`src/rtl/core/sirc_pkg.sv`:
```
// Shared types and constants for the SIRC infrared frame transmitter.
// No dependencies; the transmitter top, register bank, sequencer and testbench import this package.
package sirc_pkg;

    // Configuration port geometry
    localparam int CFG_IDX_W  = 3;
    localparam int CFG_DATA_W = 16;

    // Field widths of the frame state
    localparam int CMD_W   = 7;
    localparam int ADDR_W  = 5;
    localparam int HALF_W  = 8;
    localparam int UNIT_W  = 16;
    localparam int SLOT_W  = 7;
    localparam int POS_W   = 5;
    localparam int PHASE_W = 2;
    localparam int WORD_W  = CMD_W + ADDR_W;

    // Register indexes
    typedef enum logic [CFG_IDX_W-1:0] {
        CFG_COMMAND_CODE        = 3'd0,
        CFG_DEVICE_ADDRESS      = 3'd1,
        CFG_CARRIER_HALF_PERIOD = 3'd2,
        CFG_UNIT_TICKS          = 3'd3,
        CFG_FRAME_UNITS         = 3'd4
    } t_cfg_idx;

    // Register reset values
    localparam logic [CMD_W-1:0]  RST_COMMAND_CODE   = 7'd0;
    localparam logic [ADDR_W-1:0] RST_DEVICE_ADDRESS = 5'd1;
    localparam logic [HALF_W-1:0] RST_CARRIER_HALF   = 8'd105;
    localparam logic [UNIT_W-1:0] RST_UNIT_TICKS     = 16'd4800;
    localparam logic [SLOT_W-1:0] RST_FRAME_UNITS    = 7'd75;

    // Start mark length in units
    localparam logic [2:0] START_MARK_UNITS = 3'd4;

    typedef struct packed {
        logic [CMD_W-1:0]  command_code;
        logic [ADDR_W-1:0] device_address;
        logic [HALF_W-1:0] carrier_half_period;
        logic [UNIT_W-1:0] unit_ticks;
        logic [SLOT_W-1:0] frame_units;
    } t_cfg;

    typedef struct packed {
        logic ir_out;
        logic envelope;
        logic frame_start;
    } t_result;

endpackage

```
`src/rtl/core/sirc_in_if.sv`:
```
// Input channel interface: one tick of the time base with its run flag.
// Depends on nothing.
interface sirc_in_if;
    logic valid;
    logic ready;
    logic run;

    modport source (output valid, output run, input ready);
    modport sink   (input valid, input run, output ready);
endinterface

```
`src/rtl/core/sirc_out_if.sv`:
```
// Output channel interface: one drive sample per tick.
// Depends on nothing.
interface sirc_out_if;
    logic valid;
    logic ready;
    logic ir_out;
    logic envelope;
    logic frame_start;

    modport source (output valid, output ir_out, output envelope, output frame_start,
                    input ready);
    modport sink   (input valid, input ir_out, input envelope, input frame_start,
                    output ready);
endinterface

```
`src/rtl/core/sirc_ir_frame_transmitter.sv`:
```
// SIRC infrared frame transmitter, top level.
// The result of an accepted tick is registered in r_result at the edge that accepts it.
// Throughput: one tick per cycle; the output register frees itself whenever the
// result is taken, so the counters advance every cycle the sink keeps up.
// Reset: synchronous active low; registers return to their defaults, counters to zero.
// Depends on sirc_pkg, sirc_in_if, sirc_out_if, sirc_cfg_regs and sirc_frame_seq.
module sirc_ir_frame_transmitter #(
    parameter int FRAME_BITS = 12
) (
    input  logic                             i_clk,
    input  logic                             i_rst_n,
    sirc_in_if.sink                          i_in,
    sirc_out_if.source                       o_out,
    input  logic                             i_cfg_we,
    input  logic [sirc_pkg::CFG_IDX_W-1:0]   i_cfg_idx,
    input  logic [sirc_pkg::CFG_DATA_W-1:0]  i_cfg_data
);
    import sirc_pkg::*;

    t_cfg    cfg;
    t_result result;
    t_result r_result;
    logic    r_out_valid;
    logic    in_accept;

    sirc_cfg_regs u_cfg (
        .i_clk      (i_clk),
        .i_rst_n    (i_rst_n),
        .i_cfg_we   (i_cfg_we),
        .i_cfg_idx  (i_cfg_idx),
        .i_cfg_data (i_cfg_data),
        .o_cfg      (cfg)
    );

    sirc_frame_seq #(
        .FRAME_BITS (FRAME_BITS)
    ) u_seq (
        .i_clk    (i_clk),
        .i_rst_n  (i_rst_n),
        .i_step   (in_accept),
        .i_run    (i_in.run),
        .i_cfg    (cfg),
        .o_result (result)
    );

    // Take a transaction whenever the output slot is empty or draining
    assign i_in.ready = !r_out_valid || o_out.ready;
    assign in_accept  = i_in.valid && i_in.ready;

    // Hold the result until the sink takes it
    always_ff @(posedge i_clk) begin
        if (!i_rst_n) begin
            r_out_valid <= 1'b0;
        end else if (in_accept) begin
            r_out_valid <= 1'b1;
        end else if (o_out.ready) begin
            r_out_valid <= 1'b0;
        end
    end

    always_ff @(posedge i_clk) begin
        if (in_accept) begin
            r_result <= result;
        end
    end

    assign o_out.valid       = r_out_valid;
    assign o_out.ir_out      = r_result.ir_out;
    assign o_out.envelope    = r_result.envelope;
    assign o_out.frame_start = r_result.frame_start;

endmodule

```
`src/rtl/core/sirc_cfg_regs.sv`:
```
// Configuration register bank of the SIRC transmitter.
// Depends on sirc_pkg for the register indexes, reset values and t_cfg.
module sirc_cfg_regs (
    input  logic                             i_clk,
    input  logic                             i_rst_n,
    input  logic                             i_cfg_we,
    input  logic [sirc_pkg::CFG_IDX_W-1:0]   i_cfg_idx,
    input  logic [sirc_pkg::CFG_DATA_W-1:0]  i_cfg_data,
    output sirc_pkg::t_cfg                   o_cfg
);
    import sirc_pkg::*;

    t_cfg r_cfg;
    t_cfg n_cfg;

    // Decode the write; unknown indexes are dropped
    always_comb begin
        n_cfg = r_cfg;
        if (i_cfg_we) begin
            case (t_cfg_idx'(i_cfg_idx))
                CFG_COMMAND_CODE:        n_cfg.command_code        = i_cfg_data[CMD_W-1:0];
                CFG_DEVICE_ADDRESS:      n_cfg.device_address      = i_cfg_data[ADDR_W-1:0];
                CFG_CARRIER_HALF_PERIOD: n_cfg.carrier_half_period = i_cfg_data[HALF_W-1:0];
                CFG_UNIT_TICKS:          n_cfg.unit_ticks          = i_cfg_data[UNIT_W-1:0];
                CFG_FRAME_UNITS:         n_cfg.frame_units         = i_cfg_data[SLOT_W-1:0];
                default:                 n_cfg = r_cfg;
            endcase
        end
    end

    always_ff @(posedge i_clk) begin
        if (!i_rst_n) begin
            r_cfg.command_code        <= RST_COMMAND_CODE;
            r_cfg.device_address      <= RST_DEVICE_ADDRESS;
            r_cfg.carrier_half_period <= RST_CARRIER_HALF;
            r_cfg.unit_ticks          <= RST_UNIT_TICKS;
            r_cfg.frame_units         <= RST_FRAME_UNITS;
        end else begin
            r_cfg <= n_cfg;
        end
    end

    assign o_cfg = r_cfg;

endmodule

```
`src/rtl/core/sirc_frame_seq.sv`:
```
// Frame sequencer: carrier, unit and element counters plus the per-tick result.
// Depends on sirc_pkg for widths, t_cfg and t_result.
module sirc_frame_seq #(
    parameter int FRAME_BITS = 12
) (
    input  logic              i_clk,
    input  logic              i_rst_n,
    input  logic              i_step,
    input  logic              i_run,
    input  sirc_pkg::t_cfg    i_cfg,
    output sirc_pkg::t_result o_result
);
    import sirc_pkg::*;

    localparam logic [POS_W-1:0] SILENCE = POS_W'(FRAME_BITS + 2);
    localparam logic [POS_W-1:0] DATA_LAST = POS_W'(FRAME_BITS + 1);

    logic [HALF_W-1:0]  r_carrier_count, n_carrier_count;
    logic               r_carrier_level, n_carrier_level;
    logic [UNIT_W-1:0]  r_unit_count,    n_unit_count;
    logic [SLOT_W-1:0]  r_frame_slot,    n_frame_slot;
    logic [POS_W-1:0]   r_bit_position,  n_bit_position;
    logic [PHASE_W-1:0] r_bit_phase,     n_bit_phase;

    logic [POS_W-1:0]   pos;
    logic [POS_W-1:0]   next_pos;
    logic [PHASE_W-1:0] next_phase;
    logic [2:0]         mark;
    logic [2:0]         elem_len;
    logic               env;
    logic [HALF_W-1:0]  half;
    logic [UNIT_W-1:0]  ut;
    logic               period_done;
    logic               unit_done;

    // Data bit b of the command/address word; zero past its end
    function automatic logic data_bit(input logic [POS_W-1:0] b, input t_cfg cfg);
        logic [WORD_W-1:0] word;
        word = {cfg.device_address, cfg.command_code};
        if (b >= POS_W'(WORD_W)) begin
            return 1'b0;
        end
        return word[b[3:0]];
    endfunction

    // Mark length, element length and envelope of the current element
    always_comb begin
        pos = (r_bit_position >= SILENCE) ? SILENCE : r_bit_position;
        if (pos == '0) begin
            mark = START_MARK_UNITS;
        end else if (pos == POS_W'(1)) begin
            mark = 3'd0;
        end else if (pos <= DATA_LAST) begin
            mark = 3'd1 + {2'b00, data_bit(pos - POS_W'(2), i_cfg)};
        end else begin
            mark = 3'd0;
        end
        if (pos == '0) begin
            elem_len = START_MARK_UNITS;
        end else if (pos == POS_W'(1)) begin
            elem_len = 3'd1;
        end else begin
            elem_len = mark + 3'd1;
        end
        env = {1'b0, r_bit_phase} < mark;
    end

    // Drive the result for this tick
    always_comb begin
        o_result.ir_out      = i_run & env & r_carrier_level;
        o_result.envelope    = i_run & env;
        o_result.frame_start = i_run & (pos == '0) & (r_bit_phase == '0)
                             & (r_unit_count == '0);
    end

    // Next state for one tick
    always_comb begin
        half        = (i_cfg.carrier_half_period == '0) ? HALF_W'(1) : i_cfg.carrier_half_period;
        ut          = (i_cfg.unit_ticks == '0) ? UNIT_W'(1) : i_cfg.unit_ticks;
        unit_done   = !(({1'b0, r_unit_count} + 17'd1) < {1'b0, ut});
        period_done = ({1'b0, r_frame_slot} + 8'd1) >= {1'b0, i_cfg.frame_units};

        n_carrier_count = r_carrier_count;
        n_carrier_level = r_carrier_level;
        n_unit_count    = r_unit_count;
        n_frame_slot    = r_frame_slot;
        n_bit_position  = r_bit_position;
        n_bit_phase     = r_bit_phase;
        next_pos        = pos;
        next_phase      = r_bit_phase + PHASE_W'(1);

        if (!i_run) begin
            n_carrier_count = '0;
            n_carrier_level = 1'b0;
            n_unit_count    = '0;
            n_frame_slot    = '0;
            n_bit_position  = '0;
            n_bit_phase     = '0;
        end else begin
            // Toggle the carrier during marks, hold it low otherwise
            if (env) begin
                if (({1'b0, r_carrier_count} + 9'd1) >= {1'b0, half}) begin
                    n_carrier_count = '0;
                    n_carrier_level = ~r_carrier_level;
                end else begin
                    n_carrier_count = r_carrier_count + HALF_W'(1);
                end
            end else begin
                n_carrier_count = '0;
                n_carrier_level = 1'b0;
            end

            // Advance unit timing and the element walk
            if (!unit_done) begin
                n_unit_count = r_unit_count + UNIT_W'(1);
            end else begin
                n_unit_count = '0;
                if ((pos < SILENCE) && (({1'b0, r_bit_phase} + 3'd1) >= elem_len)) begin
                    next_pos   = pos + POS_W'(1);
                    next_phase = '0;
                end
                if (next_pos >= SILENCE) begin
                    next_phase = '0;
                end
                if ((next_pos >= SILENCE) && period_done) begin
                    n_frame_slot   = '0;
                    n_bit_position = '0;
                    n_bit_phase    = '0;
                end else begin
                    n_bit_position = next_pos;
                    n_bit_phase    = next_phase;
                    if (r_frame_slot != '1) begin
                        n_frame_slot = r_frame_slot + SLOT_W'(1);
                    end
                end
            end
        end
    end

    always_ff @(posedge i_clk) begin
        if (!i_rst_n) begin
            r_carrier_count <= '0;
            r_carrier_level <= 1'b0;
            r_unit_count    <= '0;
            r_frame_slot    <= '0;
            r_bit_position  <= '0;
            r_bit_phase     <= '0;
        end else if (i_step) begin
            r_carrier_count <= n_carrier_count;
            r_carrier_level <= n_carrier_level;
            r_unit_count    <= n_unit_count;
            r_frame_slot    <= n_frame_slot;
            r_bit_position  <= n_bit_position;
            r_bit_phase     <= n_bit_phase;
        end
    end

endmodule

```
`src/flat_wrapper.sv`:
```
// flat-port wrapper written by rule: the top's interface ports become plain ports
module sirc_ir_frame_transmitter_flat import sirc_pkg::*;
#(
    parameter int FRAME_BITS = 12
)
  (i_clk, i_rst_n, i_cfg_we, i_cfg_idx, i_cfg_data, i_in_valid, i_in_run, i_in_ready, o_out_valid, o_out_ir_out, o_out_envelope, o_out_frame_start, o_out_ready);
  sirc_in_if i_in_i ();
  sirc_out_if o_out_i ();
  input  logic i_clk;
  input  logic i_rst_n;
  input  logic i_cfg_we;
  input  logic [sirc_pkg::CFG_IDX_W-1:0] i_cfg_idx;
  input  logic [sirc_pkg::CFG_DATA_W-1:0] i_cfg_data;
  input wire logic [$bits(i_in_i.valid)-1:0] i_in_valid;
  input wire logic [$bits(i_in_i.run)-1:0] i_in_run;
  output wire logic [$bits(i_in_i.ready)-1:0] i_in_ready;
  output wire logic [$bits(o_out_i.valid)-1:0] o_out_valid;
  output wire logic [$bits(o_out_i.ir_out)-1:0] o_out_ir_out;
  output wire logic [$bits(o_out_i.envelope)-1:0] o_out_envelope;
  output wire logic [$bits(o_out_i.frame_start)-1:0] o_out_frame_start;
  input wire logic [$bits(o_out_i.ready)-1:0] o_out_ready;
  assign i_in_i.valid = i_in_valid;
  assign i_in_i.run = i_in_run;
  assign i_in_ready = i_in_i.ready;
  assign o_out_valid = o_out_i.valid;
  assign o_out_ir_out = o_out_i.ir_out;
  assign o_out_envelope = o_out_i.envelope;
  assign o_out_frame_start = o_out_i.frame_start;
  assign o_out_i.ready = o_out_ready;
  sirc_ir_frame_transmitter #(.FRAME_BITS(FRAME_BITS)) u_core (.i_clk(i_clk), .i_rst_n(i_rst_n), .i_in(i_in_i), .o_out(o_out_i), .i_cfg_we(i_cfg_we), .i_cfg_idx(i_cfg_idx), .i_cfg_data(i_cfg_data));
endmodule
```
`config.mk`:
```
export PLATFORM = sky130hd
export DESIGN_NAME = sirc_ir_frame_transmitter_flat
export DESIGN_NICKNAME = d
export VERILOG_FILES = /design/src/rtl/core/sirc_pkg.sv /design/src/rtl/core/sirc_in_if.sv /design/src/rtl/core/sirc_out_if.sv /design/src/rtl/core/sirc_ir_frame_transmitter.sv /design/src/rtl/core/sirc_cfg_regs.sv /design/src/rtl/core/sirc_frame_seq.sv /design/src/flat_wrapper.sv
export SDC_FILE = /design/constraint.sdc
export NUM_CORES = 1
export LEC_CHECK = 0
export ABC_CLOCK_PERIOD_IN_PS = 4450
export BUFFER_PORTS_ARGS = -buffer_cell sky130_fd_sc_hd__clkbuf_2
export CAP_MARGIN = 20
export CORE_MARGIN = 2
export CORE_UTILIZATION = 48
export DETAILED_ROUTE_END_ITERATION = 16
export PLACE_DENSITY_LB_ADDON = 0.12
export SYNTH_ARGS = -nofsm -noshare
export SYNTH_HDL_FRONTEND = slang
export SYNTH_HIERARCHICAL = 1
export SYNTH_SLANG_ARGS = --single-unit
```
`constraint.sdc`:
```
create_clock -name i_clk -period 4.45 [get_ports i_clk]
set_input_delay 0.89 -clock i_clk [delete_from_list [all_inputs] [get_ports i_clk]]
set_output_delay 0.89 -clock i_clk [all_outputs]
set_load 0.005 [all_outputs]
```
# Word level (Yosys, flattened, before mapping)
# Index checks and enable logic that the tools add are counted.
# word_totals
mem_count	0
wordCells	117
mem_bits_ro	0
latch_bits	0
output_inout_bits	5
reg_bits	86
ram_bits	0
in_bits	25
# classes
mul	0
shift	0
n_reduce_logical	20
eq_ne	9
div_mod_pow	0
addsub	12
muxes	44
n_lt_le_gt_ge	11
bitwise	6
# ops
cell	n
$mux W16	3
$mux W5	7
$logic_not A16 Y1	2
$mux W8	4
$mux W7	4
$add A16 B1 Y17 const B	1
$lt A17 B16 Y1	1
$add A16 B1 Y16 const B	1
$ge A5 B4 Y1 const B	3
$mux W1	15
$mux W2	7
$reduce_and A2 Y1	7
$add A8 B1 Y9 const B	1
$ge A9 B8 Y1	1
$mux W3	3
$add A7 B1 Y8 const B	1
$add A8 B1 Y8 const B	1
$ge A8 B7 Y1	1
$logic_not A8 Y1	1
$add A7 B1 Y7 const B	1
$ne A7 B7 Y1 const B	1
$eq A3 B2 Y1 const B	2
$add A5 B1 Y5 const B	1
$and A1 B1 Y1	5
other kinds (26)	28

# Longest topological paths before layout
# depth
ltp_word	29
mapped_depth	17
mapped_depth_nobuf	15

# Hierarchy
# The synthesis kept the hierarchy.
# by_module_without_submodules
module	area_each_um2	n_inst	seq_area_each_um2	cells_per_inst
sirc_frame_seq	3623.5	1	780.7	481
sirc_cfg_regs	1711.6	1	860.8	169
sirc_ir_frame_transmitter	147.6	1	110.1	8

# Least setup slack after synthesis
# OpenSTA, ideal clock, no wires.
# synth_path
path_kind	register -> register
from	reg u_core.u_seq.r_bit_position[3]
to	reg u_core.u_seq.r_bit_position[1]
path_stages_with_launch	17
synth_period_minus_slack_ns	3.624
path_buffers	1
setup_ns	0.070
t_required_ns	4.380
slack_ns	0.826
arrival_ns	3.554
path_cell_list	dfxtp_1 -> clkbuf_1 -> nand3_1 -> nand2_1 -> inv_1 -> ha_1 -> o21ai_0 -> o21ai_0 -> o21a_1 -> ha_1 -> nand2b_1 -> a31o_2 -> a2111oi_2 -> nor2_1 -> o211ai_1 -> or3b_2 -> a21oi_1
# synth_between
elab_chain_cells	29
elab_cells_between_ends	36
classes_between	4 x add/sub; 6 x order compare; 1 x eq/ne; 22 x mux; 3 x reduce/logical
# synth_lines
item	line_no	rtl
start: declaration	sirc_frame_seq.sv:22	logic [POS_W-1:0] r_bit_position, n_bit_position;
start signal: assignment	sirc_frame_seq.sv:153	r_bit_position <= n_bit_position;
$ge A5 B4 Y1	sirc_frame_seq.sv:48	pos = (r_bit_position >= SILENCE) ? SILENCE : r_bit_position;
$mux W5 (*)	sirc_frame_seq.sv:48	
$sub A5 B2 Y5	sirc_frame_seq.sv:54	mark = 3'd1 + {2'b00, data_bit(pos - POS_W'(2), i_cfg)};
$ge A5 B4 Y1	sirc_frame_seq.sv:40	if (b >= POS_W'(WORD_W)) begin
$mux W1	sirc_frame_seq.sv:40	
$mux W1	sirc_frame_seq.sv:53	end else if (pos <= DATA_LAST) begin
$mux W1	sirc_frame_seq.sv:51	end else if (pos == POS_W'(1)) begin
$mux W1	sirc_frame_seq.sv:49	if (pos == '0) begin
[... 13 more ...]	n/a	
$mux W5 (*)	sirc_frame_seq.sv:118	if ((pos < SILENCE) && (({1'b0, r_bit_phase} + 3'd1) >= elem_len)) begin
$mux W5 (*)	sirc_frame_seq.sv:114	if (!unit_done) begin
$mux W5 (*)	sirc_frame_seq.sv:92	if (!i_run) begin
$ge A5 B4 Y1	sirc_frame_seq.sv:125	if ((next_pos >= SILENCE) && period_done) begin
$logic_and A1 B1 Y1	sirc_frame_seq.sv:125	
$mux W5 (*)	sirc_frame_seq.sv:125	
$mux W5 (*)	sirc_frame_seq.sv:114	
$mux W5 (*)	sirc_frame_seq.sv:92	
# Every way passes the cells marked *; elsewhere a longest branch is shown, timed or not. The select of a mux whose other input is x is not followed.
# A chain may end at the register's enable or synchronous reset.

# Worst setup path after layout
# layout_path
from	reg u_core.u_seq.r_bit_position[1]
to	reg u_core.u_seq.r_bit_position[3]
# The elaborated chain is that of the path after synthesis.

==> reports/qor.yml <==
run_status:
  status: "complete, no violations"
synth:
  synth_cell_type_count: 64
  synth_mux_area_share_pct: 8.44
  yosysTopAreaCell: "dfxtp_1"
  syn_area_um2: 5480
  synth_top_family_by_area: "simple AND/OR/NAND/NOR gates"
  synth_edf_count: 3
  seq_area_frac_synth_pct: 31.9
  synth_xor_area_share_pct: 3.99
  synth-compound-area-share_pct: 14.5
  synth_ff_type: "dfxtp_1"
  synth.area.top_cells: "dfxtp_1 30%, ha_1 10%, mux2i_1 8.0%"
  synth_cells: 658
  yosysWarnings: 6
  avgSynthCellArea_um2: 8.33
  synthSimpleGateAreaFrac_pct: 24.7
  synthArstFlopShare_pct: 0
  synth_seq_cells: 86
  synth_top_area_share_pct: 30.3
  synthAdderAreaFrac_pct: 10.0
  synth_nets: 727
global_routing:
  globalRouteOverflowTotal: 0
  grt_pass1_vias: 4391
  grt_pass1_wl_mm: 21.4
  grt_max_degree: 84
  grt_usage_pct: 21.2
  antenna_found_initial: 0
drt:
  wl_met2_mm: 5.69
  ant_nets: 0
  vias: 4601
  wl_per_cell_um: 15.6
  routedLengthMet1_mm: 6.49
  highest_layer: "met4"
  drc: 0
  met3_length_um: 419
  vias_per_cell: 5.66
  wl_mm: 12.7
  firstDrtPassIters: 5
  drt_iter0_drc: 280
critical_path:
  cp.arrival_ns: 4.29
  crit_required_ns: 4.72
  r2r_end: "u_core/u_seq/r_bit_position[3]$_SDFFE_PN0P_"
  cp-end-kind: "register"
  path_class: "register to register"
  critPathMaxFanout: 11
  cp-start-kind: "register"
  rrSetupSlack_ns: 0.42
  ff2ff_path_depth: 15
  reg2reg_from: "u_core/u_seq/r_bit_position[1]$_SDFFE_PN0P_"
timing:
  setup_viol: 0
  worst_slew_pin_slew_ns: 0.853
  fin_crit_sh_pct: 90.5
  finalCriticalPeriod_ns: 4.03
  drv_slew: 0
  skew_ns: 0.00790
  hold_violations: 0
  rsz0062_at_grt: "false"
  holdWs_ns: 0.463
  worst_slew_margin_rel_pct: 43.0
  fmax_mhz: 248
  finalSetupTns_ns: 0
power_and_ir_drop:
  power.leakage_nw: 2.55
  irDropWorstVdd_mv: 0.178
  powerDensity_nw_per_um2: 283
clocking:
  ctsLongestPathBuffers: 2
  post-cts-setup-buffers: 0
  cts_hold_buf: 0
  cts_tree: "built"
  path_clk_slew_ns: 0.06
  cts_sinks: 86
  clk_latency_ns: 0.34
  cts-buffers-inserted: 9
  root_buffer: "clkbuf_16"
  htree_levels: 3
die:
  die_height_um: 111
  core_um2: 11300
  die_x_um: 111
  io_pins: 30
  start_util_pct: 48.6
  row_count: 39
  die_area_um2: 12300
layout:
  antenna_cells: 0
  fillerInstances: 1069
  syn2layout_area_growth_pct: 8.90
  fin_nets: 734
  multi_input_area_um2: 3380
  drive_gt1_share_pct: 9.85
  register_area_um2: 1750
  mostFrequentLayoutCell: "nand2_1"
  final_cell_mix: "92 x nand2_1, 82 x dfxtp_1"
min_path:
  min_from: "u_core/u_cfg/o_cfg[7]$_SDFFE_PN0P_"
  hold_depth: 2
  hp-class: "register to register"
  worstHoldEndpoint: "u_core/u_cfg/o_cfg[7]$_SDFFE_PN0P_"
placed_design:
  io_buffers: 29
  dpl.hpwl_mm: 8.94
  gp_congestion: 0.881
run:
  drv_cap: 0
==> worst max-delay path, cell delays in order, from the launching register on <==
cell       delay [ns]
dfxtp_1          0.52
nand3_1          0.22
nand2_1          0.20
inv_1            0.09
ha_1             0.21
o21ai_0          0.16
o21ai_0          0.18
o21a_1           0.22
ha_1             0.25
nand2b_1         0.16
a31o_2           0.30
a2111oi_2        0.42
nor2_1           0.12
o211ai_1         0.26
or3b_2           0.47
a21oi_1          0.16
==> synthesized netlist by cell type, types with 3 or more instances <==
cell type,n
xor2_1,13
nor3_1,13
a21oi_1,44
nand2b_1,10
buf_6,3
mux2i_1,44
dfxtp_1,83
or4_1,5
or3_1,7
nor4_1,8
buf_2,9
xnor2_1,12
nor2b_1,24
nand4_1,12
o31a_1,3
nand2_1,92
a211oi_1,3
o21ai_0,16
nor3b_1,4
o211ai_1,7
nor2_1,16
edfxtp_1,3
inv_1,44
a31oi_1,5
nand4b_1,5
ha_1,44
a211o_1,6
nand3_1,29
and3_1,9
nand3b_1,4
o21a_1,6
clkbuf_1,22
a21o_1,9
o22ai_1,3
==> power breakdown <==
| part | total (mW) | switching [mW] | internal, mW |
|---|---|---|---|
| clock | 0.748 | 0.317 | 0.431 |
| sequential | 0.801 | 0.0114 | 0.789 |
| combinational | 0.139 | 0.0854 | 0.0537 |
==> worst max path at each step <==
stage	start	endpoint	slack [ns]	cells after the start
after floorplan	u_core/u_seq/r_bit_position[3]$_SDFFE_PN0P_	u_core/u_seq/r_bit_position[1]$_SDFFE_PN0P_	0.83	16
after global placement	u_core/u_seq/r_bit_position[2]$_SDFFE_PN0P_	u_core/u_seq/r_bit_position[1]$_SDFFE_PN0P_	0.62	15
after detailed placement	u_core/u_seq/r_bit_position[1]$_SDFFE_PN0P_	u_core/u_seq/r_bit_position[3]$_SDFFE_PN0P_	0.48	15
after CTS	u_core/u_seq/r_bit_position[1]$_SDFFE_PN0P_	u_core/u_seq/r_bit_position[3]$_SDFFE_PN0P_	0.46	15
after global routing	u_core/u_seq/r_bit_position[1]$_SDFFE_PN0P_	u_core/u_seq/r_bit_position[3]$_SDFFE_PN0P_	0.01	15
final	u_core/u_seq/r_bit_position[1]$_SDFFE_PN0P_	u_core/u_seq/r_bit_position[3]$_SDFFE_PN0P_	0.42	15
==> logic make-up after synthesis <==
logic type | Yosys count
AND/OR/NAND/NOR | 256
AO/OA/AOI/OAI | 120
flip-flops | 86
buffers and inverters | 82
multiplexers | 45
adder cells (fa/ha/maj) | 44
XOR/XNOR | 25
==> cell type report <==
cell class                      count  share of cell area, %
Multi-Input combinational cell    490                   56.6
Clock buffer                        9                   3.77
Timing Repair Buffer               34                   3.39
Tap cell                          143                   3.00
Inverter                           44                   2.77
Sequential cell                    86                   29.4
Clock inverter                      7                   1.07
==> per-layer routing <==
metal  GRT usage [%]  vias up
met5               0        -
met4            5.83        0
met3            3.39       10
met2            33.6       82
met1            29.9     2174
li1                -     2335
==> timing repair <==
action | 4_1_cts | 5_1_grt
gates resized for setup | 0 | 1
hold endpoints to repair | 0 | 0
endpoints found under the setup margin | 0 | 1
==> flip-flops by register name, summed over array words and instances (netlist names) <==
register / flops
u_core/u_cfg/o_cfg: 43
u_core/u_seq/r_unit_count: 16
u_core/u_seq/r_carrier_count: 8
u_core/u_seq/r_frame_slot: 7
u_core/u_seq/r_bit_position: 5
u_core/u_seq/r_bit_phase: 2
u_core/o_out.envelope: 1
u_core/o_out.frame_start: 1
u_core/o_out.ir_out: 1
u_core/o_out.valid: 1
u_core/u_seq/r_carrier_level: 1
==> per-stage QoR <==
stage / power, mW / utilization, % / setup slack (ns) / area, µm² / instances
after floorplan: 0.908 / - / 0.826 / 5480 / 658
after CTS: 1.71 / 52.7 / 0.458 / 5940 / 812
after detailed placement: 0.954 / 50.1 / 0.482 / 5650 / 796
after global routing: 1.76 / 53.0 / 0.0126 / 5970 / 813
after global placement: 0.950 / 50.1 / 0.618 / 5650 / 796
final: 1.69 / 53.0 / 0.424 / 5970 / 813
Note: power is estimated with default switching activity, not from simulation.
